===== src/hdl/plid_pkg.sv =====
// ----------------------------------------------------------------------------
// plid_pkg
// Shared constants, operation codes and controller/datapath interface types
// for the positional list block.
// ----------------------------------------------------------------------------
`default_nettype none

package plid_pkg;

    // list capacity, the index width derived from it, and the other widths
    localparam int DEPTH = 16;
    localparam int IDX_W = $clog2(DEPTH);
    localparam int CNT_W = 5;
    localparam int POS_W = 5;
    localparam int VAL_W = 32;
    localparam int OP_W  = 2;

    // operation codes
    typedef enum logic [OP_W-1:0] {
        OP_INSERT = 2'd0,
        OP_DELETE = 2'd1,
        OP_GET    = 2'd2
    } op_t;

    // commands from controller to datapath
    typedef struct packed {
        logic load;
        logic commit;
        logic report;
    } cmd_t;

    // status from datapath to controller
    typedef struct packed {
        logic legal;
    } status_t;

endpackage

`default_nettype wire


===== src/hdl/plid_ctrl.sv =====
// ----------------------------------------------------------------------------
// plid_ctrl
// Sequencing state machine: takes an item, runs an execute state, then
// presents the result for one cycle.
// ----------------------------------------------------------------------------
`default_nettype none

module plid_ctrl (
    input  wire logic              clk,
    input  wire logic              rst_n,
    input  wire logic              start,
    input  wire plid_pkg::status_t status,
    output plid_pkg::cmd_t         cmd,
    output logic                   busy,
    output logic                   done
);
    import plid_pkg::*;

    typedef enum logic [2:0] {
        S_IDLE = 3'b001,
        S_EXEC = 3'b010,
        S_RESP = 3'b100
    } state_t;

    state_t state_reg, state_next;

    // next state
    always_comb
    begin
        state_next = state_reg;
        unique case (state_reg)
            S_IDLE: if (start) state_next = S_EXEC;
            S_EXEC: state_next = S_RESP;
            S_RESP: state_next = S_IDLE;
            default: state_next = S_IDLE;
        endcase
    end

    // state register
    always_ff @(posedge clk or negedge rst_n)
    begin
        if (!rst_n)
        begin
            state_reg <= S_IDLE;
        end
        else
        begin
            state_reg <= state_next;
        end
    end

    // commands and handshake outputs
    always_comb
    begin
        cmd.load   = (state_reg == S_IDLE) && start;
        cmd.commit = (state_reg == S_EXEC) && status.legal;
        cmd.report = (state_reg == S_EXEC);
        busy       = (state_reg != S_IDLE);
        done       = (state_reg == S_RESP);
    end

endmodule

`default_nettype wire


===== src/hdl/plid_dp.sv =====
// ----------------------------------------------------------------------------
// plid_dp
// List datapath: a row of shifting cells, the entry count, the latched
// item and the result registers.
// ----------------------------------------------------------------------------
`default_nettype none

module plid_dp (
    input  wire logic                                 clk,
    input  wire logic                                 rst_n,
    input  wire plid_pkg::cmd_t                       cmd,
    input  wire logic [plid_pkg::OP_W-1:0]            op,
    input  wire logic [plid_pkg::POS_W-1:0]           position,
    input  wire logic signed [plid_pkg::VAL_W-1:0]    value,
    output plid_pkg::status_t                         status,
    output logic                                      ok,
    output logic signed [plid_pkg::VAL_W-1:0]         read_value,
    output logic [plid_pkg::CNT_W-1:0]                count,
    output logic                                      empty_res,
    output logic                                      full_res
);
    import plid_pkg::*;

    localparam logic [CNT_W-1:0] DEPTH_C = CNT_W'(DEPTH);

    logic [OP_W-1:0]          op_reg;
    logic [POS_W-1:0]         pos_reg;
    logic signed [VAL_W-1:0]  val_reg;
    logic [CNT_W-1:0]         count_reg, count_next;
    logic signed [VAL_W-1:0]  cells_reg  [DEPTH];
    logic signed [VAL_W-1:0]  cells_next [DEPTH];
    logic                     ok_reg;
    logic signed [VAL_W-1:0]  rd_reg, rd_next;
    logic                     legal;

    // latch the item
    always_ff @(posedge clk)
    begin
        if (cmd.load)
        begin
            op_reg  <= op;
            pos_reg <= position;
            val_reg <= value;
        end
    end

    // range check against the current count
    always_comb
    begin
        case (op_reg)
            OP_INSERT: legal = (count_reg < DEPTH_C) && (pos_reg <= count_reg);
            OP_DELETE: legal = (pos_reg < count_reg);
            OP_GET:    legal = (pos_reg < count_reg);
            default:   legal = 1'b0;
        endcase
        status.legal = legal;
    end

    // each cell takes its own value, its lower or upper neighbor, or the new value
    for (genvar i = 0; i < DEPTH; i++)
    begin : g_cell
        localparam logic [POS_W-1:0] IDX = POS_W'(i);
        logic signed [VAL_W-1:0] prev_w;
        logic signed [VAL_W-1:0] succ_w;

        if (i == 0)
        begin : g_first
            assign prev_w = cells_reg[i];
        end
        else
        begin : g_mid_lo
            assign prev_w = cells_reg[i-1];
        end

        if (i == DEPTH - 1)
        begin : g_last
            assign succ_w = cells_reg[i];
        end
        else
        begin : g_mid_hi
            assign succ_w = cells_reg[i+1];
        end

        always_comb
        begin
            cells_next[i] = cells_reg[i];
            if (cmd.commit)
            begin
                case (op_reg)
                    OP_INSERT:
                    begin
                        if (IDX > pos_reg)
                            cells_next[i] = prev_w;
                        else if (IDX == pos_reg)
                            cells_next[i] = val_reg;
                    end
                    OP_DELETE:
                    begin
                        if (IDX >= pos_reg)
                            cells_next[i] = succ_w;
                    end
                    default: cells_next[i] = cells_reg[i];
                endcase
            end
        end

        always_ff @(posedge clk)
        begin
            cells_reg[i] <= cells_next[i];
        end
    end

    // count update
    always_comb
    begin
        count_next = count_reg;
        if (cmd.commit)
        begin
            case (op_reg)
                OP_INSERT: count_next = count_reg + CNT_W'(1);
                OP_DELETE: count_next = count_reg - CNT_W'(1);
                default:   count_next = count_reg;
            endcase
        end
    end

    always_ff @(posedge clk or negedge rst_n)
    begin
        if (!rst_n)
        begin
            count_reg <= '0;
        end
        else
        begin
            count_reg <= count_next;
        end
    end

    // read port for get
    always_comb
    begin
        rd_next = '0;
        if (legal && (op_reg == OP_GET))
            rd_next = cells_reg[pos_reg[IDX_W-1:0]];
    end

    // result registers
    always_ff @(posedge clk)
    begin
        if (cmd.report)
        begin
            ok_reg <= legal;
            rd_reg <= rd_next;
        end
    end

    assign ok         = ok_reg;
    assign read_value = rd_reg;
    assign count      = count_reg;
    assign empty_res  = (count_reg == '0);
    assign full_res   = (count_reg == DEPTH_C);

endmodule

`default_nettype wire


===== src/hdl/positional_list_insert_delete.sv =====
// ----------------------------------------------------------------------------
// positional_list_insert_delete
// Ordered list of signed 32-bit values with insert, delete and get by position.
// ----------------------------------------------------------------------------
// Usage:
//   Command channel: an item (op, position, value) is taken at a clock edge
//   where start is high and busy is low. busy stays high until the result has
//   been shown.
//   Result channel: done is high for exactly one cycle; ok, read_value, count,
//   empty_res and full_res are valid in that cycle only. The receiver cannot
//   stall, so the result is simply dropped after that cycle.
//   Sequence: the accepting edge moves the controller to its execute state, in
//   which every cell shifts toward or away from its neighbor in parallel and
//   the result registers are loaded; done is raised in the response state
//   that follows. A new item can be taken in the cycle after done, not before.
//   Rejected operations leave the list unchanged and report ok low with
//   read_value zero and the current count.
//   Reset: asynchronous, active low; the count returns to zero, so the list
//   is empty. Cell contents are not cleared and are never read before written.
// ----------------------------------------------------------------------------
`default_nettype none

module positional_list_insert_delete (
    input  wire logic                                 clk,
    input  wire logic                                 rst_n,
    input  wire logic                                 start,
    output logic                                      busy,
    input  wire logic [plid_pkg::OP_W-1:0]            op,
    input  wire logic [plid_pkg::POS_W-1:0]           position,
    input  wire logic signed [plid_pkg::VAL_W-1:0]    value,
    output logic                                      done,
    output logic                                      ok,
    output logic signed [plid_pkg::VAL_W-1:0]         read_value,
    output logic [plid_pkg::CNT_W-1:0]                count,
    output logic                                      empty_res,
    output logic                                      full_res
);
    import plid_pkg::*;

    cmd_t    cmd;
    status_t status;

    // sequencing
    plid_ctrl u_ctrl (
        .clk    (clk),
        .rst_n  (rst_n),
        .start  (start),
        .status (status),
        .cmd    (cmd),
        .busy   (busy),
        .done   (done)
    );

    // list storage and result
    plid_dp u_dp (
        .clk        (clk),
        .rst_n      (rst_n),
        .cmd        (cmd),
        .op         (op),
        .position   (position),
        .value      (value),
        .status     (status),
        .ok         (ok),
        .read_value (read_value),
        .count      (count),
        .empty_res  (empty_res),
        .full_res   (full_res)
    );

endmodule

`default_nettype wire


===== config.mk =====
export PLATFORM = sky130hd
export DESIGN_NAME = positional_list_insert_delete
export DESIGN_NICKNAME = d
export VERILOG_FILES = /design/src/hdl/plid_pkg.sv /design/src/hdl/plid_ctrl.sv /design/src/hdl/plid_dp.sv /design/src/hdl/positional_list_insert_delete.sv
export SDC_FILE = /design/constraint.sdc
export NUM_CORES = 1
export LEC_CHECK = 0
export BUFFER_PORTS_ARGS = -buffer_cell sky130_fd_sc_hd__buf_4
export CORE_MARGIN = 3
export CORE_UTILIZATION = 30
export DETAILED_ROUTE_END_ITERATION = 10
export PLACE_DENSITY = 0.42
export SLEW_MARGIN = 20
export SYNTH_ARGS = -nofsm -noshare
export SYNTH_HDL_FRONTEND = slang
export SYNTH_SLANG_ARGS = --single-unit

===== constraint.sdc =====
create_clock -name clk -period 6.4 [get_ports clk]
set_input_delay 0.64 -clock clk [delete_from_list [all_inputs] [get_ports clk]]
set_output_delay 0.64 -clock clk [all_outputs]
set_load 0.01 [all_outputs]

==> results of run 1 <==
==> layout by cell type (no fill, tap or decap), types with 4 or more instances in the layout <==
cell,synthesis,final
sky130_fd_sc_hd__a21oi_1,6,4
sky130_fd_sc_hd__a21oi_4,1,6
sky130_fd_sc_hd__and3_1,32,32
sky130_fd_sc_hd__buf_12,0,5
sky130_fd_sc_hd__buf_16,0,5
sky130_fd_sc_hd__buf_4,28,132
sky130_fd_sc_hd__bufinv_16,0,5
sky130_fd_sc_hd__clkbuf_1,152,26
sky130_fd_sc_hd__clkbuf_16,0,78
sky130_fd_sc_hd__clkbuf_8,0,4
sky130_fd_sc_hd__clkinv_1,0,10
sky130_fd_sc_hd__dfrtp_1,7,7
sky130_fd_sc_hd__edfxtp_1,584,584
sky130_fd_sc_hd__ha_1,12,11
sky130_fd_sc_hd__inv_1,18,18
sky130_fd_sc_hd__inv_6,0,5
sky130_fd_sc_hd__mux2_2,64,64
sky130_fd_sc_hd__mux2i_1,448,448
sky130_fd_sc_hd__mux4_2,160,160
sky130_fd_sc_hd__nand2_1,453,452
sky130_fd_sc_hd__nor2_1,20,5
sky130_fd_sc_hd__nor2_4,0,17
sky130_fd_sc_hd__o21ai_0,412,412
sky130_fd_sc_hd__o21ai_1,41,41
==> routing by layer <==
metal  track usage (%)  routed length (µm)
met3              3.71                6790
met1              26.0               47700
met2              27.9               46600
met4              5.37                2570
met5                 0                   0
==> how the worst min path moves through the flow <==
stage / startpoint / end / cells after the start
finish: value[14] / u_dp.val_reg[14] / 1
global route: value[14] / u_dp.val_reg[14] / 1
CTS: value[14] / u_dp.val_reg[14] / 1
detailed placement: rst_n / u_ctrl.state_reg[1] / 1
global placement: rst_n / u_ctrl.state_reg[1] / 1
floorplan: rst_n / u_ctrl.state_reg[1] / 0
==> where the power goes <==
part,leakage (nW),internal [mW],switching [mW]
logic,5.59,1.42,1.98
registers,5.39,4.69,0.322
clock network,1.15,2.49,1.74
==> worst max-delay path, stage by stage (launching register included) <==
cell                       delay (ns)
sky130_fd_sc_hd__edfxtp_1        0.41
sky130_fd_sc_hd__buf_4           0.29
sky130_fd_sc_hd__nor2_4          0.84
sky130_fd_sc_hd__nand2_4         0.77
sky130_fd_sc_hd__nor2_4          1.03
sky130_fd_sc_hd__buf_4           0.42
==> stage by stage <==
step / util [%] / instance area, µm² / setup slack [ns] / power, mW / cells
floorplan: - / 32500 / 1.14 / 7.36 / 2532
global placement: 32.2 / 34500 / 2.24 / 8.46 / 3842
detailed placement: 32.4 / 34700 / 2.15 / 8.53 / 3849
CTS: 34.6 / 37100 / 2.12 / 12.8 / 3985
global route: 34.6 / 37100 / 2.06 / 13.3 / 3985
finish: 34.6 / 37100 / 2.27 / 12.6 / 3985
==> layout make-up <==
class	instances	share of cell area, %
repair buffers	145	3.40
well taps	1403	4.73
multi-input cells	1692	37.4
clock buffers	108	5.67
clock inverters	27	0.769
inverters	18	0.182
flip-flops and latches	592	47.8
==> logic make-up (layout without fill, tap and decap cells) <==
family                   count (synthesis)  count (layout)  synth area share (%)
AO/OA/AOI/OAI                          473             473                  7.54
XOR/XNOR                                 5               5                 0.135
adder cells (fa/ha/maj)                 13              13                 0.524
buffers and inverters                  248             298                  3.46
flip-flops                             592             592                  54.6
multiplexers                           672             672                  27.1
AND/OR/NAND/NOR                        529             529                  6.57
==> results by stage, run 1 <==
Run status:
- The run finished with clean final reports.

Synthesis:
- The number of warnings issued by yosys is 0.
- The most numerous cell in the Yosys netlist is sky130_fd_sc_hd__edfxtp_1.
- The cell type with the highest aggregate area in the netlist is sky130_fd_sc_hd__edfxtp_1.
- The post-synthesis cell count is 2,532.
- After synthesis, the cell types taking the most area are sky130_fd_sc_hd__edfxtp_1, sky130_fd_sc_hd__mux2i_1, sky130_fd_sc_hd__mux4_2.
- Of all flip-flops after synthesis, the portion carrying an async set or reset was 1.35%.
- Averaged over all synthesized cells, the footprint is 12.8 µm².
- Counting flops and latches in the post-synthesis netlist gives 592.
- Counting every net in the synthesized netlist gives 2,587.
- The portion of synthesized cell area occupied by the leading cell type is 54.0%.
- By count the netlist is led by sky130_fd_sc_hd__edfxtp_1, sky130_fd_sc_hd__nand2_1, sky130_fd_sc_hd__mux2i_1.
- For this run, the register share of the synthesized area comes to 54.6%.
- The count of cell types in the netlist is 46.
- The most used flip-flop cell after synthesis is sky130_fd_sc_hd__edfxtp_1.
- The number of enable-type register cells in the synthesized netlist is 584.
- Summing every instance area after synthesis gives 0.0325 mm².

Routing:
- In the final routed layout, each cell accounts on average for 26.0 µm.
- After detailed routing, the number of remaining DRC violations is 0.
- After detailed routing, the total wire length is 104 mm.
- The first-pass iteration count of the detailed router is 5.
- The total vias in the final route is 21.2k.
- The count of nets left with antenna violations once routing finished came out at 0.
- The via density per instance is 5.32.
- The number of DRC markers in iteration 0 is 1,796.

Global route:
- The via count of the first global-routing pass is 21.1k.
- The first global-routing pass estimated 151 mm of wire.
- The largest net degree at the start of global routing is 260.
- The overall track demand over capacity in global routing is 18.2%.
- The aggregate global routing overflow is 0.
- The initial antenna violation count was 4.

Placed design:
- The final weighted congestion in routability-driven placement is 0.778.
- The number of port buffers is 83.
- The total half-perimeter wirelength after legalization and detailed placement is 64.8 mm.

Timing:
- The shortest period the worst path allows is 4.13 ns.
- Setup total negative slack on the finished layout was measured at 0 ns.
- Setup violations remaining at the end of the flow were counted as 0.
- The max-slew violation count is 0.
- Across the routed clock network, the largest skew measured is 0.0300 ns.
- The pin slew with the least headroom to its limit is 1.17 ns.
- Setup repair after global routing left no endpoint under its margin.
- The worst hold slack after final layout is 0.176 ns.
- The final-report hold violation count is 0.
- The worst pin sits at a relative slew slack of 22.1%.
- The period utilization is 64.6%.
- The timing-limited maximum frequency is 242 MHz.

Floorplan:
- For this configuration, the core starts out at a cell density of 30.3%.
- The floorplan step defined a core boundary enclosing 0.107 mm².
- The die footprint is 0.112 mm².
- Row generation in the floorplan step produced 120 rows.
- Measured along the y axis, the die boundary spans 335 µm.
- The number of top-level pins is 84.
- From left edge to right edge, the die measures 335 µm.

Clock network:
- The library cell used as clock root buffer is sky130_fd_sc_hd__clkbuf_16.
- CTS saw 592 sinks.
- The insertion delay of the later-clocked pin in the worst-skew pair is 0.64 ns.
- The total number of H-tree levels is 3.
- The post-cts gate resize count is 0.
- Clock tree synthesis inserted a total of 76 buffers.
- The post-CTS setup-driven buffer insertion count is 0.
- In this run the deepest clock path goes through 3 buffers.
- The clock slew at the register clock pins of the worst setup and hold paths is 0.06 ns.
- TritonCTS built the clock tree.
- The number of hold buffers added after CTS was 1.

Final layout:
- 0 antenna diodes ended up in the layout.
- The total number of nets in the final design is 2,580.
- The post-route netlist has 19.6% of its cells at a drive strength greater than 1.
- The sequential cells in the finished layout cover a total of 0.0177 mm².
- The multi-input combinational cells in the finished layout cover a total of 0.0139 mm².
- The area growth from synthesis to layout is 14.2%.
- The register with the most flip-flops in the layout has 512 of them.
- Counting the fill cells in the layout gives 10.5k.

Worst setup path:
- The first element of the critical path is u_dp.pos_reg[3].
- The worst register-to-register path ends at u_dp.cells_reg[4][19].
- The required time at the worst-slack endpoint is 6.69 ns.
- The kind of start point of the critical path is a register.
- The worst register-to-register path has a setup slack of 2.27 ns.
- The reg-to-reg critical path startpoint is u_dp.pos_reg[3].
- Data arrives at the worst endpoint at 4.42 ns.
- STA classifies the critical path endpoint as a register.
- Of all nets on the critical path, the largest fanout is 33.
- The critical path ends at u_dp.cells_reg[4][19].
- The category of the critical setup timing path is reg2reg.
- The worst register-to-register path has a depth of 5.

Power and ir drop:
- The analysis attributes to cell leakage a power of 12.1 nW.
- The power per standard cell area is 341 mW/mm².
- IR analysis of the VDD net gives a maximum drop of 0.169 mV.

Hold path:
- The path type of the worst min-delay path is in2reg.

Flow run:
- Max-cap violations in this run came to 0.
Power figures use the tool's default switching activity.
==> inputs of run 2 (changes only) <==
Clock period 6.4 ns to 3.8 ns, I/O delays scaled along.
==> run 2 against run 1 <==
  * Setup slack got worse by 1.7 ns
  * Count of clock-buffer cells in the layout decreased by 13
  * Critical path depth unchanged
  * Global-route usage increased by 1.4 points
  * First-iteration DRC count increased by 17%
  * Wire length increased by 7.5%
  * Maximum frequency increased by 29%
  * Hold slack got worse by 0.075 ns
  * Register-to-register slack got worse by 1.7 ns
  * Non-clock buffer count increased by 62
  * Clock skew decreased by 0.0057 ns
  * Critical path type unchanged
  * Largest cell class unchanged
  * Highest routed layer is now met5
==> results by stage, run 2 (synthesis results as in run 1) <==
Power and ir drop:
- In this run the power density over the cells is 562 mW/mm².
- Across the VDD grid, the largest voltage drop is 0.395 mV.
- The leakage power of the design is 12.4 nW.
- The total power consumption of the routed design is 21.1 mW.

Timing:
- The pin slew with the least headroom to its limit is 0.953 ns.
- The final setup skew is 0.0243 ns.
- In this run the tightest slew margin relative to its limit is 36.4%.
- The shortest period the worst path allows is 3.20 ns.
- The max-slew violation count is 0.
- The number of setup violations in the final report is 0.
- The post-route setup TNS is 0 ns.
- Setup repair after global routing left no endpoint under its margin.
- The final-report hold violation count is 0.
- The timing-limited maximum frequency is 312 MHz.
- The period utilization is 84.3%.

Clock network:
- In this run the post-CTS setup repair buffer count came out at 0.
- TritonCTS built the clock tree.
- The number of hold buffers added after cts is 41.
- The clock tree buffer depth is 3.
- The clock slew at the register clock pins of the worst setup and hold paths is 0.06 ns.
- The post-cts gate resize count is 0.
- The number of clock buffers added by TritonCTS is 74.
- The insertion delay of the later-clocked pin in the worst-skew pair is 0.64 ns.
- CTS built an H-tree with a depth of 3.
- The library cell used as clock root buffer is sky130_fd_sc_hd__clkbuf_16.
- The number of sinks driven by the clock tree is 592.

Floorplan:
- The die is 335 µm wide.
- Row generation in the floorplan step produced 120 rows.
- The standard cell core area is 0.107 mm².
- The number of top-level pins is 84.
- The height of the die is 335 µm.
- The die footprint is 0.112 mm².
- The initial utilization of the core area, before any placement, comes to 30.3%.

Routing:
- In the routed design, unresolved DRC markers number 0.
- Summing over every cut layer, the via total after detailed routing is 21.8k.
- The post-detailed-routing wire length is 111 mm.
- The per-cell routed wire length is 27.5 µm.
- After detailed routing, the number of vias per cell comes to 5.40.
- The first-pass iteration count of the detailed router is 5.
- The number of DRC markers in iteration 0 is 2,094.
- The detail route stage leaves a number of antenna-violating nets equal to 0.

Placed design:
- Port buffering added 83 buffers.
- The total half-perimeter wirelength after legalization and detailed placement is 63.4 mm.
- The final weighted congestion in routability-driven placement is 0.763.

Final layout:
- The total number of nets in the final design is 2,640.
- The proportion of layout cells with a drive suffix above 1 is 19.8%.
- The top cell types in the final layout, fill and taps aside, are sky130_fd_sc_hd__edfxtp_1, sky130_fd_sc_hd__nand2_1, sky130_fd_sc_hd__mux2i_1.
- The repair_antennas step left the layout with diodes totalling 0.
- The flip-flop count of the largest register after layout is 512.
- The area overhead of the layout relative to synthesis is 15.8%.
- Leaving out fill and tap cells, the most frequent cell in the layout is sky130_fd_sc_hd__edfxtp_1.

Flow run:
- Across the run, the number of max-cap violations was 0.

Worst setup path:
- The kind of start point of the critical path is a register.
- STA puts the critical path data required time at 4.18 ns.
- The category of the critical setup timing path is reg2reg.
- STA puts the critical path data arrival time at 3.58 ns.
- The highest net fanout along the worst path is 86.
- The worst setup path is captured at a register.

Global route:
- For this run, the total global-route usage over all layers was measured as 19.6%.
- The via count of the first global-routing pass is 21.5k.
- Entering global routing, the biggest net connects 213 pins.
- Summed over all layers, the global routing overflow is 0.
- The initial antenna violation count is 2.
- The first-pass GRT wire length is 160 mm.

Hold path:
- The min-delay analysis places its worst path in the category in2async.

Run status:
- The flow ran to the end, and the final reports show no timing, DRC or antenna violations.
## run 2: cell type report
type	count	area (µm²)
clock buffers	95	2000
clock inverters	40	239
repair buffers	207	1920
inverters	18	67.6
multi-input cells	1692	13900
well taps	1403	1760
flip-flops and latches	592	17700
fillers	10410	69600
## run 2: final timing paths
path,startpoint,endpoint,slack [ns],depth (start not counted)
setup / recovery,u_dp.pos_reg[1],u_dp.read_value[13],0.60,5
hold / removal,rst_n,u_dp.count[0],0.10,2
setup reg to reg,u_dp.pos_reg[1],u_dp.read_value[13],0.60,5
hold reg to reg,u_ctrl.state_reg[2],u_ctrl.state_reg[2],0.53,1
max in group asynchronous,rst_n,u_ctrl.state_reg[0],3.48,2
min in group clk,value[28],u_dp.val_reg[28],0.46,2
## run 2: critical path: stages, from the launching register on
cell	delay [ns]
sky130_fd_sc_hd__edfxtp_1	0.41
sky130_fd_sc_hd__buf_12	0.53
sky130_fd_sc_hd__buf_4	0.81
sky130_fd_sc_hd__mux4_2	0.43
sky130_fd_sc_hd__mux4_2	0.47
sky130_fd_sc_hd__and3_1	0.19
## run 2: layer usage
| layer | track usage [%] | share of wire [%] | wire length [µm] | vias up |
|---|---|---|---|---|
| met5 | 1.09 | 0.16 | 178 | - |
| met4 | 5.05 | 2.1 | 2380 | 4 |
| met3 | 3.44 | 5.7 | 6340 | 132 |
| met2 | 31.2 | 46 | 51700 | 689 |
| met1 | 27.5 | 46 | 50800 | 11314 |
| li1 | - | - | - | 9706 |
## run 2: per-stage QoR
| stage | hold WS, ns | area [µm²] | setup slack (ns) | utilization [%] | instances |
|---|---|---|---|---|---|
| CTS | 0.0556 | 37600 | 0.599 | 35.1 | 4047 |
| detailed placement | 0.205 | 34900 | 0.601 | 32.6 | 3871 |
| floorplan | 0.0844 | 32500 | 0.0161 | - | 2532 |
| global route | 0.0913 | 37600 | 0.522 | 35.1 | 4047 |
| global placement | 0.205 | 34900 | 0.632 | 32.6 | 3871 |
| finish | 0.101 | 37600 | 0.597 | 35.1 | 4047 |
## run 2: power breakdown
group | internal (mW) | total, mW | switching (mW)
logic | 2.49 | 6.00 | 3.51
registers | 7.90 | 8.39 | 0.491
clock network | 3.80 | 6.74 | 2.95
total | 14.2 | 21.1 | 6.95
==> inputs of run 3 (changes only) <==
Settings changed: PLACE_DENSITY 0.42 to 0.4.
Clock period 3.8 ns to 2.95 ns, I/O delays scaled along.
==> run 3 against run 2 <==
  * Combinational power is 32% higher
  * Clock power up 35%
  * Register-to-register slack lost 0.47 ns
==> results by stage, run 3 (synthesis results as in run 1) <==
Power and ir drop:
- The share of total power in sequential cells is 38.8%.
- The combinational cell fraction of total power is 28.6%.
- The worst-case IR drop observed on VDD is 0.360 mV.
- The total power consumption of the routed design is 27.8 mW.
- The power dissipated by switching net loads is 9.00 mW.
- Dividing total power by cell area gives a power density of 727 mW/mm².
- Net switching is 32.4% of the power.
- The internal portion of total power is 18.8 mW.
- For this design the static power due to leakage is 12.7 nW.
- The clock network accounts for 32.6% of the total power.

Final layout:
- The area overhead of the layout relative to synthesis is 17.8%.
- In the layout the commonest cells are sky130_fd_sc_hd__edfxtp_1, sky130_fd_sc_hd__nand2_1, sky130_fd_sc_hd__mux2i_1.
- The flip-flop count of the largest register after layout is 512.
- The filler cell count in the final layout is 10.4k.
- The multi-input combinational cells in the finished layout cover a total of 0.0139 mm².
- In the final layout, flip-flops and latches occupy 0.0177 mm².
- The proportion of layout cells with a drive suffix above 1 is 20.8%.
- The library cell used most frequently in the layout, excluding fill and tap cells, is sky130_fd_sc_hd__edfxtp_1.
- The utilization after layout is 35.7%.
- For this run, the post-layout net count is 2,670.

Run status:
- The flow ran to the end, and the final reports show no timing, DRC or antenna violations.

Clock network:
- The clock tree buffer depth is 3.
- The number of setup buffers added after CTS is 0.
- The H-tree was split into 3 levels.
- After clock tree synthesis, the clock-pin slew on the worst setup and hold paths is 0.06 ns.
- The later pin in the worst-skew pair is clocked with a latency of 0.64 ns.
- TritonCTS built the clock tree.
- The clock drives 592 sinks.
- Counting the buffers created by CTS gives 77.
- The cell sitting at the root of the clock tree is a sky130_fd_sc_hd__clkbuf_16.

Floorplan:
- The number of top-level pins is 84.
- The number of cell rows is 120.
- In this run the vertical extent of the chip is 335 µm.
- Once the floorplan was initialized, standard cells occupied 30.3% of the core.
- The die covers 0.112 mm².
- The region available for standard cell placement spans 0.107 mm².
- In this run the horizontal extent of the chip is 335 µm.

Worst setup path:
- Data arrives at the worst endpoint at 3.22 ns.
- The setup path with the least slack is of type reg2reg.
- The worst register-to-register path has a depth of 7.
- The endpoint identified for the worst register-to-register timing path is u_dp.cells_reg[5][7].
- The endpoint type of the worst setup path is a register.
- STA classifies the critical path startpoint as a register.
- The startpoint identified for the worst register-to-register timing path is u_dp.pos_reg[1].
- STA puts the critical path data required time at 3.35 ns.
- The worst register-to-register path has a setup slack of 0.13 ns.
- Along the worst path, the maximum fanout reaches 32.

Hold path:
- The beginning of the worst hold path is value[1].
- The destination of the worst hold path is u_dp.val_reg[1].
- The hold path depth is 2.
- The path type of the worst min-delay path is in2reg.

Timing:
- Of the available clock period, the critical path in the final layout requires 95.6%.
- Based on the critical path, the design can be clocked at up to 355 MHz.
- The final-report hold violation count is 0.
- The clock period could shrink to 2.82 ns.
- The max-slew violation count is 0.
- On the final layout, the worst clock skew is 0.0302 ns.
- Setup violations remaining at the end of the flow were counted as 0.
- The max-slew headroom at the worst pin is 21.2%.
- The pin slew with the least headroom to its limit is 1.18 ns.
- Setup repair after global routing left no endpoint under its margin.

Global route:
- The via count of the first global-routing pass is 21.5k.
- The first-pass GRT wire length is 160 mm.
- Entering global routing, the biggest net connects 243 pins.
- Global routing finished with a remaining overflow of 0.
- The overall track demand over capacity in global routing is 19.6%.
- The initial antenna violation count is 6.

Routing:
- The detailed router finished its first iteration with 2,224 violations.
- The count of nets left with antenna violations once routing finished came out at 0.
- For this run, design rule violations remaining after detail routing come to 0.
- For this run, the detailed router's first-pass iteration total came to 6.
- The total vias in the final route is 21.7k.
- In the final routed layout, each cell accounts on average for 27.2 µm.
- The via density per instance is 5.32.
- The post-detailed-routing wire length is 111 mm.

Placed design:
- The wire-length estimate of the detail-placed layout is 66.0 mm.
- The congestion estimate from routability-driven global placement came to 0.771.
- Port buffering added 83 buffers.

Flow run:
- The number of violations of the max-capacitance limit is 0.
run 3: routing by layer:
layer / up-vias / track usage [%] / wire (µm)
met5: - / 0 / 11
met4: 2 / 4.38 / 1750
met3: 109 / 2.73 / 5680
met2: 626 / 31.7 / 52300
met1: 11180 / 27.8 / 51100
li1: 9770 / - / -
run 3: critical path, cell delays in order (launching register included):
cell and delay [ns]:
sky130_fd_sc_hd__edfxtp_1 0.36, sky130_fd_sc_hd__buf_4 0.31, sky130_fd_sc_hd__buf_4 0.61, sky130_fd_sc_hd__o21ai_0 0.28
sky130_fd_sc_hd__nand2_4 0.29, sky130_fd_sc_hd__buf_12 0.23, sky130_fd_sc_hd__mux2i_1 0.09, sky130_fd_sc_hd__o21ai_0 0.39
run 3: repair_timing:
item | CTS | global route
endpoints found under the hold margin | 48 | 0
hold buffers | 43 | 0
resized for setup | 0 | 0
run 3: layout make-up:
cell class                      instances  area share (%)
Antenna cell                            1         0.00654
Clock buffer                           93            5.33
Clock inverter                         44           0.838
Inverter                               18           0.177
Multi-Input combinational cell       1692            36.3
Sequential cell                       592            46.4
Tap cell                             1403            4.59
Timing Repair Buffer                  234            6.38
run 3: how the worst max path moves through the flow:
| stage | startpoint | to | slack [ns] | cells past startpoint |
|---|---|---|---|---|
| after floorplan | u_ctrl.state_reg[2] | u_dp.cells_reg[3][0] | -0.36 | 5 |
| after global placement | u_dp.pos_reg[1] | u_dp.cells_reg[5][7] | 0.11 | 7 |
| after detailed placement | u_dp.pos_reg[1] | u_dp.cells_reg[5][7] | 0.12 | 7 |
| after CTS | u_dp.pos_reg[1] | u_dp.cells_reg[5][7] | 0.13 | 7 |
| after global routing | u_dp.pos_reg[1] | u_dp.cells_reg[5][7] | 0.005 | 7 |
| final | u_dp.pos_reg[1] | u_dp.cells_reg[5][7] | 0.13 | 7 |
run 3: power by group through the flow:
stage	clock, mW	sequential (mW)	combinational [mW]
2_1_floorplan	0	10.6	5.43
3_3_place_gp	0	10.9	7.88
3_5_place_dp	0	10.9	7.98
4_1_cts	9.38	10.8	8.03
5_1_grt	9.70	10.8	8.64
6_report	9.08	10.8	7.94
run 3: through the flow:
stage | worst slack [ns] | instance area, µm² | TNS [ns] | cells | hold slack (ns)
final | 0.130 | 38200 | 0 | 4077 | 0.374
after global routing | 0.00532 | 38200 | 0 | 4076 | 0.343
after CTS | 0.126 | 38200 | 0 | 4076 | 0.320
after detailed placement | 0.121 | 35500 | 0 | 3896 | 0.126
after global placement | 0.107 | 35500 | 0 | 3896 | 0.126
after floorplan | -0.365 | 32600 | -99.97 | 2532 | -0.000591
